`config.mk`:
```
export PLATFORM = sky130hd
export DESIGN_NAME = encoder_speed_pi_controller
export DESIGN_NICKNAME = d
export VERILOG_FILES = /design/src/hdl/espc_pkg.sv /design/src/hdl/espc_csr.sv /design/src/hdl/espc_dp.sv /design/src/hdl/espc_ctrl.sv /design/src/hdl/encoder_speed_pi_controller.sv
export SDC_FILE = /design/constraint.sdc
export NUM_CORES = 1
export LEC_CHECK = 0
export ABC_AREA = 0
export BUFFER_PORTS_ARGS = -buffer_cell sky130_fd_sc_hd__buf_2
export CORE_UTILIZATION = 53
export DETAILED_ROUTE_END_ITERATION = 16
export GPL_TIMING_DRIVEN = 0
export HOLD_SLACK_MARGIN = 0.02
export PLACE_DENSITY = 0.81
export RECOVER_POWER = 50
export SYNTH_ARGS = -nofsm -noshare
export SYNTH_HDL_FRONTEND = slang
export SYNTH_SLANG_ARGS = --single-unit
```
`constraint.sdc`:
```
create_clock -name clock -period 9.2 [get_ports clock]
set_clock_uncertainty 0.15 [all_clocks]
set_input_delay 2.76 -clock clock [delete_from_list [all_inputs] [get_ports clock]]
set_output_delay 2.76 -clock clock [all_outputs]
set_load 0.01 [all_outputs]
```
`src/hdl/espc_pkg.sv`:
```
`timescale 1ns / 1ps
// Shared types and constants for the encoder speed PI controller.
package espc_pkg;

   localparam int unsigned NUM_W      = 17;
   localparam int unsigned DIV_CNT_W  = 5;
   localparam int unsigned CSR_ADDR_W = 5;
   localparam int unsigned CSR_DATA_W = 32;

   localparam logic [DIV_CNT_W-1:0] DIV_LAST = DIV_CNT_W'(NUM_W - 1);

   localparam logic [15:0]      LOW_LIMIT_RST  = 16'd200;
   localparam logic [15:0]      HIGH_LIMIT_RST = 16'd15625;
   localparam logic [3:0]       PROP_GAIN_RST  = 4'd2;
   localparam logic [3:0]       INTEG_GAIN_RST = 4'd2;
   localparam logic [2:0]       OUT_SHIFT_RST  = 3'd3;
   localparam logic [NUM_W-1:0] NUMERATOR_RST  = 17'd78125;

   localparam logic [9:0]  SETPOINT_MIN = 10'd10;
   localparam logic [9:0]  SETPOINT_MAX = 10'd120;
   localparam logic [15:0] SPEED_MAX    = 16'hFFFF;
   localparam logic [7:0]  DRIVE_MAX    = 8'd255;
   localparam logic [7:0]  FINE_SCALE   = 8'd10;
   localparam logic [15:0] FINE_OFFSET  = 16'd9;
   localparam logic [1:0]  GROUP_LAST   = 2'd3;

   typedef enum logic [1:0] {
      FUNC_PERIOD   = 2'd0,
      FUNC_TICK     = 2'd1,
      FUNC_SETPOINT = 2'd2
   } func_type;

   typedef enum logic [2:0] {
      CSR_LOW_LIMIT  = 3'd0,
      CSR_HIGH_LIMIT = 3'd1,
      CSR_PROP_GAIN  = 3'd2,
      CSR_INTEG_GAIN = 3'd3,
      CSR_OUT_SHIFT  = 3'd4,
      CSR_NUMERATOR  = 3'd5
   } csr_idx_type;

   typedef struct packed {
      logic [1:0]  func;
      logic [15:0] period_ticks;
      logic [9:0]  fine_adc;
      logic [9:0]  new_setpoint;
   } req_type;

   typedef struct packed {
      logic [7:0]  drive;
      logic [15:0] speed_rpm;
   } rsp_type;

   typedef struct packed {
      logic [15:0]      low_period_limit;
      logic [15:0]      high_period_limit;
      logic [3:0]       prop_gain;
      logic [3:0]       integ_gain;
      logic [2:0]       out_shift;
      logic [NUM_W-1:0] speed_numerator;
   } cfg_type;

   typedef struct packed {
      logic load_item;
      logic take_period;
      logic med_step;
      logic div_step;
      logic speed_load;
      logic reg_err;
      logic reg_sum;
      logic reg_drive;
      logic set_sp;
      logic out_load;
   } cmd_type;

   typedef struct packed {
      logic [1:0] func;
      logic       in_band;
      logic       window_done;
      logic       med_found;
      logic       div_last;
      logic       out_free;
   } status_type;

endpackage

```
`src/hdl/espc_csr.sv`:
```
`timescale 1ns / 1ps
// Configuration register file behind the APB-style port.
module espc_csr
   import espc_pkg::*;
(
   input  logic                  clock,
   input  logic                  reset,
   input  logic                  psel,
   input  logic                  penable,
   input  logic                  pwrite,
   input  logic [CSR_ADDR_W-1:0] paddr,
   input  logic [CSR_DATA_W-1:0] pwdata,
   output logic [CSR_DATA_W-1:0] prdata,
   output logic                  pready,
   output cfg_type               cfg
);

   cfg_type     cfg_ff;
   logic        wr_en;
   logic [2:0]  reg_idx;

   assign pready  = 1'b1;
   assign wr_en   = psel && penable && pwrite;
   assign reg_idx = paddr[4:2];
   assign cfg     = cfg_ff;

   always_ff @(posedge clock) begin
      if (reset) begin
         cfg_ff.low_period_limit  <= LOW_LIMIT_RST;
         cfg_ff.high_period_limit <= HIGH_LIMIT_RST;
         cfg_ff.prop_gain         <= PROP_GAIN_RST;
         cfg_ff.integ_gain        <= INTEG_GAIN_RST;
         cfg_ff.out_shift         <= OUT_SHIFT_RST;
         cfg_ff.speed_numerator   <= NUMERATOR_RST;
      end else if (wr_en) begin
         case (reg_idx)
            CSR_LOW_LIMIT:  cfg_ff.low_period_limit  <= pwdata[15:0];
            CSR_HIGH_LIMIT: cfg_ff.high_period_limit <= pwdata[15:0];
            CSR_PROP_GAIN:  cfg_ff.prop_gain         <= pwdata[3:0];
            CSR_INTEG_GAIN: cfg_ff.integ_gain        <= pwdata[3:0];
            CSR_OUT_SHIFT:  cfg_ff.out_shift         <= pwdata[2:0];
            CSR_NUMERATOR:  cfg_ff.speed_numerator   <= pwdata[NUM_W-1:0];
            default: ;
         endcase
      end
   end

   always_comb begin
      case (reg_idx)
         CSR_LOW_LIMIT:  prdata = CSR_DATA_W'(cfg_ff.low_period_limit);
         CSR_HIGH_LIMIT: prdata = CSR_DATA_W'(cfg_ff.high_period_limit);
         CSR_PROP_GAIN:  prdata = CSR_DATA_W'(cfg_ff.prop_gain);
         CSR_INTEG_GAIN: prdata = CSR_DATA_W'(cfg_ff.integ_gain);
         CSR_OUT_SHIFT:  prdata = CSR_DATA_W'(cfg_ff.out_shift);
         CSR_NUMERATOR:  prdata = CSR_DATA_W'(cfg_ff.speed_numerator);
         default:        prdata = '0;
      endcase
   end

endmodule

```
`src/hdl/espc_dp.sv`:
```
`timescale 1ns / 1ps
// Datapath: period grouping, median window, divider, PI arithmetic and output register.
module espc_dp
   import espc_pkg::*;
#(
   parameter int unsigned MEDIAN_WINDOW = 5
) (
   input  logic       clock,
   input  logic       reset,
   input  req_type    req_data,
   input  logic       rsp_stall,
   output logic       rsp_valid,
   output rsp_type    rsp_data,
   input  cfg_type    cfg,
   input  cmd_type    cmd,
   output status_type status
);

   localparam int unsigned FILL_W = $clog2(MEDIAN_WINDOW);
   localparam int unsigned CNT_W  = $clog2(MEDIAN_WINDOW + 1);
   localparam logic [FILL_W-1:0] FILL_LAST  = FILL_W'(MEDIAN_WINDOW - 1);
   localparam logic [CNT_W-1:0]  MEDIAN_POS = CNT_W'(MEDIAN_WINDOW / 2);

   req_type              item_ff;
   logic [15:0]          sum_ff;
   logic [1:0]           group_ff;
   logic [FILL_W-1:0]    fill_ff;
   logic [15:0]          window_ff [MEDIAN_WINDOW];
   logic [FILL_W-1:0]    med_idx_ff;
   logic [15:0]          den_ff;
   logic [15:0]          rem_ff;
   logic [NUM_W-1:0]     quo_ff;
   logic [DIV_CNT_W-1:0] div_cnt_ff;
   logic [15:0]          speed_ff;
   logic [6:0]           setpoint_ff;
   logic [15:0]          err_ff;
   logic [15:0]          integ_ff;
   logic [15:0]          pi_sum_ff;
   logic [7:0]           drive_ff;
   logic                 rsp_valid_ff;
   rsp_type              rsp_ff;

   logic [15:0]      sum_in;
   logic [15:0]      cand;
   logic [CNT_W-1:0] lt_cnt;
   logic [CNT_W-1:0] le_cnt;
   logic [NUM_W-1:0] div_shift;
   logic             div_ge;
   logic [NUM_W-1:0] div_diff;
   logic [7:0]       fine_mul;
   logic [15:0]      err_in;
   logic [19:0]      prod_p;
   logic [19:0]      prod_i;
   logic [15:0]      shifted;
   logic             sp_ok;

   assign sum_in = sum_ff + item_ff.period_ticks;
   assign cand   = window_ff[med_idx_ff];

   always_comb begin
      lt_cnt = '0;
      le_cnt = '0;
      for (int j = 0; j < MEDIAN_WINDOW; j++) begin
         lt_cnt = lt_cnt + CNT_W'(window_ff[j] < cand);
         le_cnt = le_cnt + CNT_W'(window_ff[j] <= cand);
      end
   end

   assign div_shift = {rem_ff, quo_ff[NUM_W-1]};
   assign div_ge    = div_shift >= NUM_W'(den_ff);
   assign div_diff  = div_shift - NUM_W'(den_ff);

   assign fine_mul = 8'(item_ff.fine_adc[9:6]) * FINE_SCALE;
   assign err_in   = 16'(setpoint_ff) - speed_ff + 16'(fine_mul[7:3]) - FINE_OFFSET;
   assign prod_p   = 20'(cfg.prop_gain) * 20'(err_ff);
   assign prod_i   = 20'(cfg.integ_gain) * 20'(integ_ff);
   assign shifted  = pi_sum_ff >> cfg.out_shift;
   assign sp_ok    = (item_ff.new_setpoint >= SETPOINT_MIN) &&
                     (item_ff.new_setpoint <= SETPOINT_MAX);

   assign status.func        = item_ff.func;
   assign status.in_band     = (item_ff.period_ticks > cfg.low_period_limit) &&
                               (item_ff.period_ticks < cfg.high_period_limit);
   assign status.window_done = (group_ff == GROUP_LAST) && (fill_ff == FILL_LAST);
   assign status.med_found   = (lt_cnt <= MEDIAN_POS) && (le_cnt > MEDIAN_POS);
   assign status.div_last    = (div_cnt_ff == DIV_LAST);
   assign status.out_free    = !rsp_valid_ff || !rsp_stall;

   assign rsp_valid = rsp_valid_ff;
   assign rsp_data  = rsp_ff;

   always_ff @(posedge clock) begin
      if (cmd.load_item) begin
         item_ff <= req_data;
      end
      if (cmd.take_period && (group_ff == GROUP_LAST)) begin
         window_ff[fill_ff] <= {2'b00, sum_in[15:2]};
      end
      if (cmd.take_period) begin
         med_idx_ff <= '0;
      end else if (cmd.med_step && !status.med_found) begin
         med_idx_ff <= med_idx_ff + 1'b1;
      end
      if (cmd.med_step && status.med_found) begin
         den_ff     <= cand;
         rem_ff     <= '0;
         quo_ff     <= cfg.speed_numerator;
         div_cnt_ff <= '0;
      end else if (cmd.div_step) begin
         rem_ff     <= div_ge ? div_diff[15:0] : div_shift[15:0];
         quo_ff     <= {quo_ff[NUM_W-2:0], div_ge};
         div_cnt_ff <= div_cnt_ff + 1'b1;
      end
      if (cmd.reg_err) begin
         err_ff <= err_in;
      end
      if (cmd.reg_sum) begin
         pi_sum_ff <= prod_p[15:0] + prod_i[15:0];
      end
      if (cmd.out_load) begin
         rsp_ff.drive     <= drive_ff;
         rsp_ff.speed_rpm <= speed_ff;
      end
   end

   always_ff @(posedge clock) begin
      if (reset) begin
         sum_ff       <= '0;
         group_ff     <= '0;
         fill_ff      <= '0;
         speed_ff     <= '0;
         setpoint_ff  <= '0;
         integ_ff     <= '0;
         drive_ff     <= '0;
         rsp_valid_ff <= 1'b0;
      end else begin
         if (cmd.take_period) begin
            if (group_ff == GROUP_LAST) begin
               group_ff <= '0;
               sum_ff   <= '0;
               fill_ff  <= (fill_ff == FILL_LAST) ? '0 : fill_ff + 1'b1;
            end else begin
               group_ff <= group_ff + 1'b1;
               sum_ff   <= sum_in;
            end
         end
         if (cmd.speed_load) begin
            speed_ff <= quo_ff[NUM_W-1] ? SPEED_MAX : quo_ff[15:0];
         end
         if (cmd.reg_err) begin
            integ_ff <= integ_ff + err_in;
         end else if (cmd.set_sp && sp_ok) begin
            integ_ff <= '0;
         end
         if (cmd.set_sp && sp_ok) begin
            setpoint_ff <= item_ff.new_setpoint[6:0];
         end
         if (cmd.reg_drive) begin
            if (pi_sum_ff[15]) begin
               drive_ff <= '0;
            end else begin
               drive_ff <= (shifted > 16'(DRIVE_MAX)) ? DRIVE_MAX : shifted[7:0];
            end
         end
         if (cmd.out_load) begin
            rsp_valid_ff <= 1'b1;
         end else if (!rsp_stall) begin
            rsp_valid_ff <= 1'b0;
         end
      end
   end

   a_speed_hold: assert property (@(posedge clock) disable iff (reset)
      !cmd.speed_load |=> $stable(speed_ff))
      else $error("speed changed without a speed load");

   a_integ_hold: assert property (@(posedge clock) disable iff (reset)
      !cmd.reg_err && !cmd.set_sp |=> $stable(integ_ff))
      else $error("integral changed outside a regulator or setpoint transaction");

   a_out_load: assert property (@(posedge clock) disable iff (reset)
      cmd.out_load |=> rsp_valid_ff && (rsp_ff.drive == $past(drive_ff)))
      else $error("result register not loaded");

endmodule

```
`src/hdl/espc_ctrl.sv`:
```
`timescale 1ns / 1ps
// Controller state machine that sequences each transaction through the datapath.
module espc_ctrl
   import espc_pkg::*;
(
   input  logic       clock,
   input  logic       reset,
   input  logic       req_valid,
   output logic       req_stall,
   input  status_type status,
   output cmd_type    cmd
);

   typedef enum logic [7:0] {
      S_IDLE      = 8'b0000_0001,
      S_DECODE    = 8'b0000_0010,
      S_MEDIAN    = 8'b0000_0100,
      S_DIV       = 8'b0000_1000,
      S_SPEED     = 8'b0001_0000,
      S_REG_SUM   = 8'b0010_0000,
      S_REG_DRIVE = 8'b0100_0000,
      S_DONE      = 8'b1000_0000
   } state_type;

   state_type state_ff;
   state_type state_in;

   assign req_stall = (state_ff != S_IDLE);

   always_comb begin
      cmd      = '0;
      state_in = state_ff;
      case (state_ff)
         S_IDLE: begin
            if (req_valid) begin
               cmd.load_item = 1'b1;
               state_in      = S_DECODE;
            end
         end
         S_DECODE: begin
            if (status.func == FUNC_PERIOD) begin
               if (status.in_band) begin
                  cmd.take_period = 1'b1;
                  state_in        = status.window_done ? S_MEDIAN : S_DONE;
               end else begin
                  state_in = S_DONE;
               end
            end else if (status.func == FUNC_TICK) begin
               cmd.reg_err = 1'b1;
               state_in    = S_REG_SUM;
            end else if (status.func == FUNC_SETPOINT) begin
               cmd.set_sp = 1'b1;
               state_in   = S_DONE;
            end else begin
               state_in = S_DONE;
            end
         end
         S_MEDIAN: begin
            cmd.med_step = 1'b1;
            if (status.med_found) begin
               state_in = S_DIV;
            end
         end
         S_DIV: begin
            cmd.div_step = 1'b1;
            if (status.div_last) begin
               state_in = S_SPEED;
            end
         end
         S_SPEED: begin
            cmd.speed_load = 1'b1;
            state_in       = S_DONE;
         end
         S_REG_SUM: begin
            cmd.reg_sum = 1'b1;
            state_in    = S_REG_DRIVE;
         end
         S_REG_DRIVE: begin
            cmd.reg_drive = 1'b1;
            state_in      = S_DONE;
         end
         S_DONE: begin
            if (status.out_free) begin
               cmd.out_load = 1'b1;
               state_in     = S_IDLE;
            end
         end
         default: begin
            state_in = S_IDLE;
         end
      endcase
   end

   always_ff @(posedge clock) begin
      if (reset) begin
         state_ff <= S_IDLE;
      end else begin
         state_ff <= state_in;
      end
   end

   a_accept_decode: assert property (@(posedge clock) disable iff (reset)
      req_valid && !req_stall |=> state_ff == S_DECODE)
      else $error("accepted transaction did not reach decode");

   a_div_to_speed: assert property (@(posedge clock) disable iff (reset)
      (state_ff == S_DIV) && status.div_last |=> state_ff == S_SPEED)
      else $error("divider finished without loading the speed");

   a_one_load: assert property (@(posedge clock) disable iff (reset)
      cmd.out_load |-> !cmd.load_item && !cmd.take_period && !cmd.div_step)
      else $error("result loaded while work is still issued");

endmodule

```
`src/hdl/encoder_speed_pi_controller.sv`:
```
`timescale 1ns / 1ps
// Top level: encoder speed loop with median-filtered speed and PI drive regulator.
// A period or setpoint transaction runs from acceptance through the decode and done states,
// with the result loaded on leaving done; a regulator tick also passes the sum and drive states.
// A period that completes the median window adds the median search, the bit-serial divider
// and the speed load; done waits while a held result is stalled.
// Synchronous reset clears the loop state and restores the register defaults;
// the window entries are not cleared and are only read after all have been written.
module encoder_speed_pi_controller
   import espc_pkg::*;
#(
   parameter int unsigned MEDIAN_WINDOW = 5
) (
   input  logic                  clock,
   input  logic                  reset,
   input  logic                  req_valid,
   output logic                  req_stall,
   input  req_type               req_data,
   output logic                  rsp_valid,
   input  logic                  rsp_stall,
   output rsp_type               rsp_data,
   input  logic                  psel,
   input  logic                  penable,
   input  logic                  pwrite,
   input  logic [CSR_ADDR_W-1:0] paddr,
   input  logic [CSR_DATA_W-1:0] pwdata,
   output logic [CSR_DATA_W-1:0] prdata,
   output logic                  pready
);

   cfg_type    cfg;
   cmd_type    cmd;
   status_type status;

   espc_csr u_csr (
      .clock   (clock),
      .reset   (reset),
      .psel    (psel),
      .penable (penable),
      .pwrite  (pwrite),
      .paddr   (paddr),
      .pwdata  (pwdata),
      .prdata  (prdata),
      .pready  (pready),
      .cfg     (cfg)
   );

   espc_ctrl u_ctrl (
      .clock     (clock),
      .reset     (reset),
      .req_valid (req_valid),
      .req_stall (req_stall),
      .status    (status),
      .cmd       (cmd)
   );

   espc_dp #(
      .MEDIAN_WINDOW (MEDIAN_WINDOW)
   ) u_dp (
      .clock     (clock),
      .reset     (reset),
      .req_data  (req_data),
      .rsp_stall (rsp_stall),
      .rsp_valid (rsp_valid),
      .rsp_data  (rsp_data),
      .cfg       (cfg),
      .cmd       (cmd),
      .status    (status)
   );

endmodule

```
==> results.json <==
{
  "vias": 18000,
  "yosysWarnings": 0,
  "place_area_mm2": 0.0254,
  "worstPathRequired_ps": 9190,
  "yosys.area_share.adder_pct": 18.4,
  "ys_seq_area_share_pct": 42.7,
  "tns_ps": 0,
  "wire_per_inst_um": 19.9,
  "synth-edff-count": 231,
  "row_count": 77,
  "nets": 2810,
  "synthSimpleGateAreaFrac_pct": 13.7,
  "end_kind": "flip-flop",
  "hold_viol_final": 0,
  "mostFrequentLayoutCells": "231 x edfxtp_1, 220 x nand2_1, 210 x ha_1",
  "grt_pass1_vias": 18200,
  "yosysUniqueCellTypes": 78,
  "first_iter_violations": 1610,
  "grt_use_total_pct": 26.3,
  "grt_max_degree": 33,
  "p_leak_uw": 0.0111,
  "fp.dieW_um": 215,
  "drv_cap": 1,
  "antenna_found_initial": 0,
  "crit_fanout": 18,
  "clock_path_buffers": 3,
  "outcome": "complete, but fails checks",
  "max_stage_delay_ps": 800,
  "clk_pin_slew_ps": 60,
  "synth_compound_area_share_pct": 10.1,
  "setup_viol": 0,
  "whs_ps": 281,
  "ir_drop_mv": 0.149,
  "layout-drive-gt1-share_pct": 10.0,
  "dieArea_mm2": 0.0461,
  "powerDensity_mw_per_mm2": 161,
  "syn_inst": 2262,
  "ys_seq_elements": 395,
  "cp_slowest_cell": "o21ai_0",
  "ant_nets": 0,
  "via_per_inst": 5.90,
  "period_needed_ps": 8100,
  "avgSynthCellArea_um2": 10.6,
  "grt_remaining_overflow": 0,
  "arrival_ps": 8090,
  "path_cells": "clkbuf_1, buf_2, mux4_2, o21ai_0, ha_1, nor2b_1, o21a_1, o21a_1, o21a_1, o21a_1, o21ai_0, nand2b_1, a21oi_1, o21a_1, ha_1, fa_1, ha_1, inv_1, fa_1, o21ai_0, nor3_4, nor2_1, inv_1",
  "cp-start-kind": "flip-flop",
  "fillers": 3463,
  "period_share_pct": 88.1,
  "h-tree-depth": 2,
  "drv_slew": 33,
  "cts_resized": 0,
  "cts_buffers": 42,
  "synth_ff_type": "edfxtp_1",
  "drc_errors": 0,
  "crit_type": "reg -> reg",
  "synth_top_area_share_pct": 29.0,
  "cpMostUsedCell": "o21a_1",
  "clk_latency_ps": 540,
  "rsz0062_at_grt": "false",
  "cts_setup_buffers": 0,
  "synthMuxAreaShare_pct": 7.24,
  "min-delay-path-class": "reg -> reg",
  "synth_top_family_by_area": "adder cells",
  "post-route-cell-area_mm2": 0.0267,
  "violations": "max-capacitance violations, max-slew violations",
  "ios": 141,
  "drt_pass1_iterations": 5,
  "worst_slew_pin_slew_ps": 1770,
  "initial_core_util_pct": 53.9,
  "clock-root-buffer": "clkbuf_16",
  "final_common_cell": "edfxtp_1",
  "power_uw": 4300,
  "cts_tree": "yes",
  "slew_headroom_pct": -18.1,
  "max_freq_mhz": 123,
  "antennaDiodeCount": 0,
  "dieHeight_um": 215,
  "synth_largest_area_cell": "edfxtp_1",
  "async_flop_share_pct": 0,
  "ctsHoldBuffers": 0,
  "synth_xor_area_share_pct": 2.71,
  "area_growth_pct": 11.3,
  "portBuffers": 99,
  "synth.area.top_cells": "edfxtp_1 29%, dfxtp_1 14%, ha_1 11%",
  "clkSinkCount": 395,
  "syn_area_mm2": 0.0240,
  "grt_pass1_wl_um": 95900,
  "core_area_mm2": 0.0444,
  "wl_um": 60700,
  "place_hpwl_um": 46600,
  "gp_congestion": 0.922
}
[sequential cells by signal, summed over array words and instances (netlist names), named ones only]
register	count
u_dp.setpoint_ff	7
u_dp.speed_ff	16
u_dp.fill_ff	3
u_dp.rem_ff	16
u_dp.sum_ff	16
u_dp.status	2
u_dp.group_ff	2
u_dp.drive_ff	8
u_dp.med_idx_ff	3
u_dp.rsp_data	24
u_ctrl.state_ff	8
u_dp.quo_ff	17
u_dp.pi_sum_ff	16
u_dp.div_cnt_ff	5
u_csr.cfg	60
u_dp.item_ff	30
u_dp.rsp_valid	1
u_dp.den_ff	14
u_dp.integ_ff	16
u_dp.window_ff	112
u_dp.err_ff	16
[worst max-delay path, delay by kind of cell, from the launching register on]
family	cells	cell delay (ps)
flip-flops	1	310
buffers and inverters	4	1670
AND/OR/NAND/NOR	4	730
AO/OA/AOI/OAI	9	2650
multiplexers	1	580
adder cells (fa/ha/maj)	5	1580
[synth_stat cells, types with 6 or more instances]
master    instances
o21ai_1           9
nor2b_1          36
a21oi_1         141
mux2_2            8
clkbuf_1         56
nand3_1          44
inv_1           200
nand2_1         220
nor4_1            9
dfxtp_1         164
o21bai_1          6
nand4_1          22
edfxtp_1        231
o211ai_1         19
fa_1             89
o21ai_0          55
mux2_1           14
nand3b_1         12
a22oi_1           7
mux4_2           30
xnor2_1          57
o21a_1           37
and2_1           61
nor2_1          149
or3_1             7
nor3_1           49
and3_1           11
ha_1            210
a21o_1           35
buf_4            19
a211oi_1         26
buf_1             9
nand2b_1         20
xor2_1           17
buf_2             8
mux2i_1          81
o22ai_1           6
a31oi_1          16
[worst paths after layout]
path	start	end	slack (ps)	cells after the start
setup reg to reg	flip-flop	u_dp.quo_ff[13]	1100	23
setup / recovery	flip-flop	u_dp.quo_ff[13]	1100	23
hold reg to reg	u_dp.drive_ff[7]	u_dp.rsp_data[23]	280	0
hold / removal	u_dp.drive_ff[7]	u_dp.rsp_data[23]	280	0
[routing by layer]
metal  track usage (%)  up-vias  part of all wire (%)
li1                  -     8288                     -
met1              34.2     8752                    40
met2              44.3      845                    48
met3              3.76      147                   8.2
met4              10.1        0                   3.6
met5                 0        -                     0
[report_power, final]
| group | total [µW] | internal (µW) | switching, µW | leakage [µW] |
|---|---|---|---|---|
| logic | 637 | 254 | 383 | 0.00700 |
| clock network | 1690 | 1010 | 688 | 0.000684 |
| registers | 1970 | 1940 | 36.5 | 0.00343 |
| total | 4300 | 3200 | 1110 | 0.0111 |
[cells by family after synthesis]
logic type | after synthesis
xor gates and xnor gates | 74
muxes | 133
adders and majority gates | 299
and+or+nand+nor | 672
AOI/OAI and AO/OA | 389
other | 2
DFF | 395
buffers and inverters | 298
[area by class of cell]
cell class	count	area, µm²	area share [%]
inverters	202	758	2.84
clock inverters	18	170	0.638
well taps	592	741	2.78
multi-input cells	1583	12500	47.1
repair buffers	109	554	2.08
flip-flops and latches	395	10200	38.3
clock buffers	59	1220	4.56
plain buffers	96	462	1.73
[metrics by stage]
| stage | util, % | instances | worst slack (ps) |
|---|---|---|---|
| 3_5_place_dp | 57.2 | 2977 | 1220 |
| 4_1_cts | 60.3 | 3054 | 1160 |
| 5_1_grt | 60.1 | 3054 | 666 |
| 2_1_floorplan | - | 2276 | 2310 |
| 6_report | 60.1 | 3054 | 1100 |
| 3_3_place_gp | 56.8 | 2967 | 1480 |
Power figures use the tool's default switching activity.
